## src/rtl/assert_macros.svh

```systemverilog
`ifndef ASSERT_MACROS_SVH
`define ASSERT_MACROS_SVH
// implication checked on every rising clock edge outside reset
`define CHK_IMPL(label, clk, rst_n, ante, cons) \
	label: assert property (@(posedge clk) disable iff (!rst_n) (ante) |-> (cons)) \
		else $error("check failed");
// next-cycle implication
`define CHK_NEXT(label, clk, rst_n, ante, cons) \
	label: assert property (@(posedge clk) disable iff (!rst_n) (ante) |=> (cons)) \
		else $error("check failed");
`endif

```

## src/rtl/atc_pkg.sv

```systemverilog
`timescale 1ns / 1ps
`default_nettype none
package atc_pkg;
	localparam logic [2:0] CMD_IDENTITY  = 3'd0;
	localparam logic [2:0] CMD_TRANSLATE = 3'd1;
	localparam logic [2:0] CMD_SCALE     = 3'd2;
	localparam logic [2:0] CMD_ROTATE    = 3'd3;
	localparam logic [2:0] CMD_READ      = 3'd4;

	typedef struct packed {
		logic [2:0]         command;
		logic signed [31:0] op_x;
		logic signed [31:0] op_y;
		logic signed [31:0] op_z;
		logic signed [31:0] op_w;
	} in_item_t;

	typedef struct packed {
		logic [1:0]         row_index;
		logic [1:0]         column_index;
		logic signed [31:0] element_value;
		logic               last;
	} out_item_t;

	// controller to datapath
	typedef struct packed {
		logic       load_ops;   // capture operands
		logic       set_ident;  // matrix to identity
		logic       rot_prod;   // rotation product step
		logic [3:0] rot_sel;    // which quaternion product
		logic       rot_build;  // assemble rotation matrix
		logic       mac_clr;    // clear accumulator
		logic       mac_step;   // accumulate one product
		logic [3:0] elem;       // element i*4+j
		logic [1:0] k;          // inner index
		logic       mac_store;  // saturate into scratch
		logic       commit;     // copy scratch to matrix
	} ctrl_t;
endpackage
`default_nettype wire

```

## src/rtl/atc_ctrl.sv

```systemverilog
`timescale 1ns / 1ps
`default_nettype none
module atc_ctrl (
	input  wire                clk,
	input  wire                arst_n,
	input  wire                in_valid,
	output logic               in_ready,
	input  wire  [2:0]         command,
	output atc_pkg::ctrl_t     ctrl,
	output logic [3:0]         rd_elem,
	output logic               out_valid,
	input  wire                out_ready,
	output logic [3:0]         out_elem
);
	typedef enum logic [2:0] {S_IDLE, S_ROT, S_BUILD, S_MAC, S_STORE, S_COMMIT,
		S_RD, S_OUT} state_t;
	state_t     state_q;
	logic [3:0] cnt_q, elem_q;
	logic [1:0] k_q;

	assign in_ready = (state_q == S_IDLE);
	assign rd_elem  = elem_q;
	assign out_elem = elem_q;
	assign out_valid = (state_q == S_OUT);

	always_comb begin
		ctrl = '0;
		ctrl.load_ops  = in_valid && in_ready;
		ctrl.set_ident = in_valid && in_ready && command == atc_pkg::CMD_IDENTITY;
		ctrl.rot_prod  = (state_q == S_ROT);
		ctrl.rot_sel   = cnt_q;
		ctrl.rot_build = (state_q == S_BUILD);
		ctrl.mac_clr   = (state_q == S_BUILD) || (state_q == S_STORE) ||
			(ctrl.load_ops && command != atc_pkg::CMD_ROTATE);
		ctrl.mac_step  = (state_q == S_MAC);
		ctrl.elem      = elem_q;
		ctrl.k         = k_q;
		ctrl.mac_store = (state_q == S_STORE);
		ctrl.commit    = (state_q == S_COMMIT);
	end

	// sequencer state and counters
	always_ff @(posedge clk or negedge arst_n) begin
		if (!arst_n) begin
			state_q <= S_IDLE; cnt_q <= '0; elem_q <= '0; k_q <= '0;
		end else begin
			case (state_q)
				S_IDLE: if (in_valid) begin
					cnt_q <= '0; elem_q <= '0; k_q <= '0;
					case (command)
						atc_pkg::CMD_TRANSLATE, atc_pkg::CMD_SCALE: state_q <= S_MAC;
						atc_pkg::CMD_ROTATE: state_q <= S_ROT;
						atc_pkg::CMD_READ: state_q <= S_RD;
						default: state_q <= S_IDLE;
					endcase
				end
				S_ROT: begin
					cnt_q <= cnt_q + 4'd1;
					if (cnt_q == 4'd8) state_q <= S_BUILD;
				end
				S_BUILD: state_q <= S_MAC;
				S_MAC: begin
					k_q <= k_q + 2'd1;
					if (k_q == 2'd3) state_q <= S_STORE;
				end
				S_STORE: begin
					elem_q <= elem_q + 4'd1;
					state_q <= (elem_q == 4'd15) ? S_COMMIT : S_MAC;
				end
				S_COMMIT: state_q <= S_IDLE;
				S_RD: state_q <= S_OUT;
				S_OUT: if (out_ready) begin
					elem_q <= elem_q + 4'd1;
					state_q <= (elem_q == 4'd15) ? S_IDLE : S_RD;
				end
				default: state_q <= S_IDLE;
			endcase
		end
	end
endmodule
`default_nettype wire

```

## config.mk

```make
export PLATFORM = sky130hd
export DESIGN_NAME = atc_ctrl
export DESIGN_NICKNAME = d
export VERILOG_FILES = /design/src/rtl/assert_macros.svh /design/src/rtl/atc_pkg.sv /design/src/rtl/atc_ctrl.sv
export SDC_FILE = /design/constraint.sdc
export NUM_CORES = 1
export LEC_CHECK = 0
export ABC_AREA = 1
export BUFFER_PORTS_ARGS = -buffer_cell sky130_fd_sc_hd__buf_2
export CORE_ASPECT_RATIO = 1.4
export CORE_MARGIN = 2
export CORE_UTILIZATION = 39
export CTS_CLUSTER_DIAMETER = 60
export DETAILED_ROUTE_END_ITERATION = 6
export GPL_TIMING_DRIVEN = 0
export PLACE_DENSITY_LB_ADDON = 0.25
export SETUP_SLACK_MARGIN = 0.4
export SLEW_MARGIN = 0
export SYNTH_ARGS = -nofsm -noshare
export SYNTH_HDL_FRONTEND = slang
export SYNTH_SLANG_ARGS = --single-unit
```

## constraint.sdc

```tcl
create_clock -name clk -period 1.9 [get_ports clk]
set_input_delay 0.475 -clock clk [delete_from_list [all_inputs] [get_ports clk]]
set_output_delay 0.475 -clock clk [all_outputs]
set_load 0.05 [all_outputs]
```

==> metrics.md, run 1 <==
| Metric | Value |
|---|---|
| Status | `finished with violations` |
| Failing checks | `negative setup slack` |
| Crit. Startpoint | `state_q[2]$_DFFE_PN0P_` |
| Final min period | `about 2.0 ns` |
| XOR/XNOR Fraction of Synth Area | `roughly 2.7%` |
| Final Max Tran Viols | `0` |
| Global routing's busiest layer | `met2` |
| Slew HR | `around four fifths` |
| Clk buf depth | `2` |
| # nets final | `198` |
| Average wire per standard cell | `about 11 µm` |
| Final wirelength | `approximately 2300 µm` |
| CTS tree | `done` |
| Total Routing Usage GR | `18.2%` |
| Mapped Area | `roughly 980 µm²` |
| Library cells used by synthesis | `24` |
| Number of vias per cell | `between 4 and 5` |
| Starting density of the core | `between 40% and 50%` |
| Hold buffers post-CTS | `0` |
| Final Cell Area | `around 0.0015 mm²` |
| Mux contribution to synthesized area | `0%` |
| Hold Slack | `around 0.055 ns` |
| WS Path Type | `register to primary output` |
| H-tree levels | `1` |
| DR pass1 iterations | `4` |
| First-pass GRT wire length | `3980 µm` |
| CTS clock-pin slew for the worst setup and hold paths | `0.09 ns` |
| Worst-Margin Slew | `about 0.32 ns` |
| Ys Warns | `0` |
| Crit Path Max Fanout | `4` |
| Commonest non-fill, non-tap cell in the layout | `nand2_1` |
| Synthesized flop and latch total | `13` |
| Max Clk Rate | `0.509 GHz` |
| Die Y | `63.3 µm` |
| Gr ovfl total | `0` |
| Post-DRT Antenna Nets | `0` |
| Final Skew | `0.00257 ns` |
| Initial antenna violation count | `0` |
| Leading cell types in the layout, fill and taps excluded | `nand2_1 (34), buf_4 (21), buf_6 (16)` |
| Unrepaired setup endpoints after global routing | `yes` |
| Number of setup violations in the final report | `2` |
| Worst skew pair latency | `about 0.29 ns` |
| Io pins | `35` |
| IO Port Bufs | `34` |
| Lkg Pwr | `0.820 nW` |
| Worst r2r src | `state_q[1]$_DFFE_PN0P_` |
| Compound-gate portion of the synthesized area | `about 7.3%` |
| Adder-Cell Fraction of Synth Area | `roughly 5.1%` |
| Met2 Track Usage GR | `about a third` |
| Worst EP required | `between 1 and 1.5 ns` |
| Met1 Use GR | `roughly a fifth` |
| Root Buffer | `clkbuf_4` |
| Final period util | `103%` |
| Full die area | `slightly below 0.003 mm²` |
| Largest net degree at the start of global routing | `14` |
| Area of the core | `around 0.0024 mm²` |
| Post-Layout Cell Count | `220` |
| Area growth syn-to-layout | `57.0%` |
| Num Clock Sinks | `13` |
| Total CTS buffers | `3` |
| Largest family of logic cells by synthesized area | `simple AND/OR/NAND/NOR gates` |
| Drc violations | `0` |
| Dpl cells | `between 150 and 200` |
| Post-route worst setup slack | `-0.0648 ns` |
| Startpoint type of the worst setup path | `register` |
| Met3 usage in global routing | `~3.4%` |
| Initial drt markers | `15` |
| Cell count after synthesis | `between 100 and 150` |
| DIE WIDTH | `about 46 µm` |
| Post-synthesis simple-gate area fraction | `about 37%` |
| Final Hold Fails | `0` |
| Site row count | `21` |
| Mean Syn Cell Area | `7.47 µm²` |
| Number of global-route vias before repair | `between 1,000 and 1,500` |
| WP data arrival | `1.49 ns` |
| Setup crit end kind | `primary output` |
| Worst VDD drop | `1.44 mV` |
| HP Class | `input pin to asynchronous set/reset pin` |
| GP Congestion | `~0.82` |
| Post-DP HPWL | `1650 µm` |
| Share of cells above drive strength 1 | `around half` |
| Final TNS setup | `-0.0822 ns` |
| Dpl cell area | `around 0.0012 mm²` |
| Syn nets | `142` |
| Vias post-DR | `1,020` |
| Max-cap viol count | `0` |
| Design Power | `around 2.8 mW` |
| PwrDens | `about 1800 mW/mm²` |
| Sequential area share after synthesis | `approximately 33%` |
| Antenna cells | `0` |
power by group:
part / internal [mW] / switching, mW
clock: 0.0784 / 0.110
combinational: 0.809 / 1.33
sequential: 0.387 / 0.121
metrics by stage:
| step | util, % | worst slack (ns) |
|---|---|---|
| 6_report | 64.3 | -0.0648 |
| 4_1_cts | 61.0 | -0.0813 |
| 3_3_place_gp | 50.7 | 0.0673 |
| 5_1_grt | 64.3 | -0.136 |
| 2_1_floorplan | - | -0.252 |
| 3_5_place_dp | 50.7 | 0.0651 |
layer usage:
| metal | up-vias | part of all wire (%) |
|---|---|---|
| met5 | - | 0 |
| met4 | 0 | 2.4 |
| met3 | 6 | 4.0 |
| met2 | 30 | 55 |
| met1 | 467 | 38 |
| li1 | 517 | - |
kinds of logic (layout without fill, tap and decap cells):
group                      after synthesis  after routing
AOI/OAI and AO/OA                       14             14
buffers and inverters                   28             83
xor gates and xnor gates                 3              3
adders and majority gates                4              4
DFF                                     13             13
and+or+nand+nor                         69             69
cell usage after synthesis:
master	n	area, µm²
nand2_2	5	31.3
nand3b_1	1	7.51
or2_2	1	6.26
ha_1	4	50.1
nor2_1	4	15.0
buf_4	8	60.1
nor4_2	1	12.5
a21oi_1	1	5.00
inv_2	5	18.8
xnor2_1	1	8.76
o21ai_0	8	40.0
nand3_2	1	10.0
o21ai_1	4	20.0
nor2_4	4	45.0
nand2_1	34	128
nand3_1	14	70.1
xor2_1	2	17.5
clkbuf_8	1	13.8
inv_1	13	48.8
nor2_2	2	12.5
clkinv_1	1	3.75
o22ai_1	1	6.26
dfrtp_1	13	325
nand2_4	2	22.5
sequential cells by signal, indices dropped and copies added (netlist names):
name,cells
k_q,2
out_elem,4
cnt_q,4
state_q,3
area by class of cell:
class	instances	area, µm²
timing repair buffer	51	438
buffer	9	88.8
fill	204	855
clock buffer	3	22.5
clock inverter	1	5.00
tap	34	42.5
sequential	13	332
inverter	19	78.8
multi-input combinational	90	529
what timing repair did:
action                                  CTS  global route
endpoints found under the setup margin   20            26
setup buffers                            14             3
pin swaps                                 5             2
gates resized for setup                  39            18
path summary, 6_finish.rpt:
check	endpoint	slack, ns	cells past startpoint
setup / recovery	ctrl[16]	-0.06	7
hold / removal	out_elem[3]$_DFFE_PN0P_	0.05	1
setup reg to reg	state_q[0]$_DFFE_PN0P_	0.43	10
hold reg to reg	k_q[1]$_DFFE_PN0P_	0.54	2
max in group asynchronous	out_elem[0]$_DFFE_PN0P_	1.59	1
min in group clk	k_q[1]$_DFFE_PN0P_	0.54	2
critical path, cell delays in order (launching register included):
cell and delay, ns:
dfrtp_1 0.38, clkbuf_8 0.14, nor2_4 0.09, nand2_2 0.08
nor2_4 0.11, inv_2 0.06, nor4_4 0.14, buf_6 0.19
Power figures use the tool's default switching activity.
==> inputs of run 2 (changes only) <==
--- a/config.mk
+++ b/config.mk
@@ -5,15 +5,16 @@
 export SDC_FILE = /design/constraint.sdc
 export NUM_CORES = 1
 export LEC_CHECK = 0
-export ABC_AREA = 1
+export ABC_AREA = 0
 export BUFFER_PORTS_ARGS = -buffer_cell sky130_fd_sc_hd__buf_2
 export CORE_ASPECT_RATIO = 1.4
 export CORE_MARGIN = 2
 export CORE_UTILIZATION = 39
+export CTS_BUF_LIST = sky130_fd_sc_hd__clkbuf_2 sky130_fd_sc_hd__clkbuf_4 sky130_fd_sc_hd__clkbuf_8
 export CTS_CLUSTER_DIAMETER = 60
 export DETAILED_ROUTE_END_ITERATION = 6
 export GPL_TIMING_DRIVEN = 0
-export PLACE_DENSITY_LB_ADDON = 0.25
+export PLACE_DENSITY = 0.66
 export SETUP_SLACK_MARGIN = 0.4
 export SLEW_MARGIN = 0
 export SYNTH_ARGS = -nofsm -noshare
==> run 2 against run 1 <==
Compared with the run above: the flow still finishes with violations (negative setup slack); wire length is 36% higher; final cell count shrank 10%; clock skew up 0.0055 ns; combinational power is 5% higher; flip-flop and latch count is the same; cell area grew 12%; clock-buffer cell count rose by 1; sequential power grew 12%; worst hold slack improved by 0.025 ns; critical path depth fell by 2; largest cell class is now non-clock buffers.
==> metrics.md, run 2 <==
| Metric | Value |
|---|---|
| Status | `finished with violations` |
| Failing checks | `negative setup slack` |
| Initial drt markers | `42` |
| Buf+Inv Stages, Crit Path | `3` |
| Library cells used by synthesis | `38` |
| FF-to-FF End | `out_elem[2]$_DFFE_PN0P_` |
| Site row count | `20` |
| Clock Power Share | `~6.4%` |
| Number of global-route vias before repair | `1,046` |
| Worst r2r src | `state_q[1]$_DFFE_PN0P_` |
| CTS tree | `done` |
| PwrDens | `roughly 1800 mW/mm²` |
| Area growth syn-to-layout | `86.4%` |
| Switch Pwr | `between 1.5 and 2 mW` |
| Initial antenna violation count | `0` |
| Root Buffer | `clkbuf_4` |
| Full die area | `0.00277 mm²` |
| Worst EP required | `around 1.4 ns` |
| Mean Syn Cell Area | `around 8.7 µm²` |
| # nets final | `about 190` |
| Post-DRT Antenna Nets | `0` |
| CP Depth | `5` |
| Lkg Pwr | `~0.80 nW` |
| DR pass1 iterations | `4` |
| Sequential area share after synthesis | `35.3%` |
| Mapped Area | `921 µm²` |
| Fillers | `between 150 and 200` |
| Ys Warns | `0` |
| Cell Chain, Critical Path | `buf_6, nor2b_4, nand2b_4, clkinvlp_4, buf_8` |
| Antenna cells | `0` |
| Largest net degree at the start of global routing | `14` |
| Number of synthesized flops with an enable pin | `0` |
| Design Power | `3.01 mW` |
| Commonest non-fill, non-tap cell in the layout | `buf_4` |
| Drc violations | `0` |
| Final period util | `104%` |
| Logic pwr share | `about 75%` |
| Largest stage delay on the critical path | `0.50 ns` |
| Worst skew pair latency | `0.28 ns` |
| Post-route worst setup slack | `-0.0818 ns` |
| DIE WIDTH | `between 40 and 50 µm` |
| Post-DP HPWL | `1710 µm` |
| Cell with the most instances after synthesis | `dfrtp_1` |
| HP Class | `input pin to asynchronous set/reset pin` |
| Final Skew | `~0.0081 ns` |
| Total CTS buffers | `3` |
| Gr ovfl total | `0` |
| Max-cap viol count | `0` |
| Final Max Tran Viols | `0` |
| Sequential Power Share | `approximately a fifth` |
| Number of setup violations in the final report | `5` |
| Family with the most delay on the worst path | `flip-flops` |
| Synth area leader | `dfrtp_1` |
| R2r setup slk | `0.06 ns` |
| Num Clock Sinks | `13` |
| Crit Path Max Fanout | `7` |
| Vias post-DR | `1,095` |
| H-tree levels | `1` |
| Area of the core | `about 0.0022 mm²` |
| Switching share of power | `a little over half` |
| R2R cell count | `6` |
| Worst-Margin Slew | `between 0.3 and 0.4 ns` |
| Util after Layout | `slightly below 80%` |
| Final wirelength | `approximately 3200 µm` |
| Number of vias per cell | `about 5.6` |
| Slowest CP cell | `dfrtp_2` |
| Startpoint type of the worst setup path | `register` |
| Unrepaired setup endpoints after global routing | `yes` |
| Average wire per standard cell | `16.1 µm` |
| Dpl cells | `162` |
| Synthesized flop and latch total | `13` |
| Total Routing Usage GR | `a little over a fifth` |
| Post-synth ARST share | `100%` |
| WP data arrival | `1.51 ns` |
| Post-synth top area share | `between 30% and 40%` |
| Final Hold Fails | `0` |
| Slew HR | `between 70% and 80%` |
| Ys flop type | `dfrtp_1` |
| Io pins | `35` |
| Syn nets | `around 120` |
| Starting density of the core | `roughly two fifths` |
| Final min period | `roughly 2.0 ns` |
| Top cells by area, synth | `dfrtp_1 (35%), buf_4 (6.5%), ha_1 (5.4%), nand2_1 (4.9%), o21ai_0 (3.8%)` |
| Worst VDD drop | `roughly 0.94 mV` |
| Hold buffers post-CTS | `0` |
| Cell count after synthesis | `around 110` |
| Top post-synthesis cells by count | `dfrtp_1 (13), nand2_1 (12), buf_4 (8), inv_1 (8)` |
| Post-Layout Cell Count | `about 200` |
| Share of cells above drive strength 1 | `roughly 66%` |
| Max Clk Rate | `0.505 GHz` |
| Die Y | `around 61 µm` |
| WS Path Type | `register to primary output` |
| IO Port Bufs | `34` |
| P_int | `between 1 and 1.5 mW` |
| Leading cell types in the layout, fill and taps excluded | `buf_4 (33), buf_6 (20), buf_2 (16)` |
| First-pass GRT wire length | `~4300 µm` |
| Clk buf depth | `2` |
| GP Congestion | `around 0.86` |
| CTS clock-pin slew for the worst setup and hold paths | `0.09 ns` |
| Setup crit end kind | `primary output` |
==> run 2: metrics by stage <==
step	setup WS (ns)	setup TNS [ns]	hold slack, ns	area (µm²)
2_1_floorplan	-0.411	-0.515	0.179	1000
3_5_place_dp	-0.00499	-0.00499	0.380	1200
5_1_grt	-0.149	-0.484	0.0842	1720
4_1_cts	-0.0696	-0.0696	0.0870	1550
3_3_place_gp	0.0106	0	0.381	1200
6_report	-0.0818	-0.210	0.0800	1720
==> run 2: per-layer routing <==
metal,GRT usage [%],vias up,share of wire [%]
met5,0,-,0
met4,10.9,0,1.9
met3,4.11,6,4.1
met2,39.4,41,56
met1,21.4,536,38
li1,-,512,-
==> run 2: layout make-up <==
cell class | count | area, µm² | area share [%]
buffer | 11 | 97.6 | 5.69
clock buffer | 4 | 30.0 | 1.75
inverter | 8 | 45.0 | 2.62
multi-input combinational | 74 | 618 | 36.0
sequential | 13 | 338 | 19.7
tap | 22 | 27.5 | 1.60
timing repair buffer | 65 | 561 | 32.7
==> run 2: how the worst max path moves through the flow <==
stage / start / endpoint / slack [ns]
after global placement: state_q[1]$_DFFE_PN0P_ / ctrl[16] / 0.01
after floorplan: state_q[1]$_DFFE_PN0P_ / ctrl[16] / -0.41
final: state_q[2]$_DFFE_PN0P_ / ctrl[15] / -0.08
after global routing: state_q[1]$_DFFE_PN0P_ / ctrl[16] / -0.15
after CTS: state_q[1]$_DFFE_PN0P_ / ctrl[16] / -0.07
after detailed placement: state_q[1]$_DFFE_PN0P_ / ctrl[16] / -0.005
==> run 2: what timing repair did <==
item	in CTS	in global routing
setup buffers	22	9
gates cloned	0	0
pin swaps	4	5
setup endpoints to repair	22	23
resized for setup	49	23
==> run 2: power groups by stage <==
stage | clock (mW) | sequential, mW | combinational, mW
final | 0.191 | 0.567 | 2.25
after global routing | 0.203 | 0.594 | 2.37
after CTS | 0.188 | 0.568 | 1.99
after detailed placement | 0 | 0.598 | 1.66
after global placement | 0 | 0.586 | 1.63
after floorplan | 0 | 0.939 | 0.982
==> run 2: cell families (layout without fill, tap and decap cells) <==
logic type / after synthesis / count (layout) / synth area share (%)
flip-flops: 13 / 13 / 35.3
XOR/XNOR: 3 / 3 / 2.85
buffers and inverters: 19 / 88 / 12.0
AND/OR/NAND/NOR: 39 / 39 / 23.4
AO/OA/AOI/OAI: 27 / 27 / 19.8
adder cells (fa/ha/maj): 4 / 4 / 5.43
multiplexers: 1 / 1 / 1.22
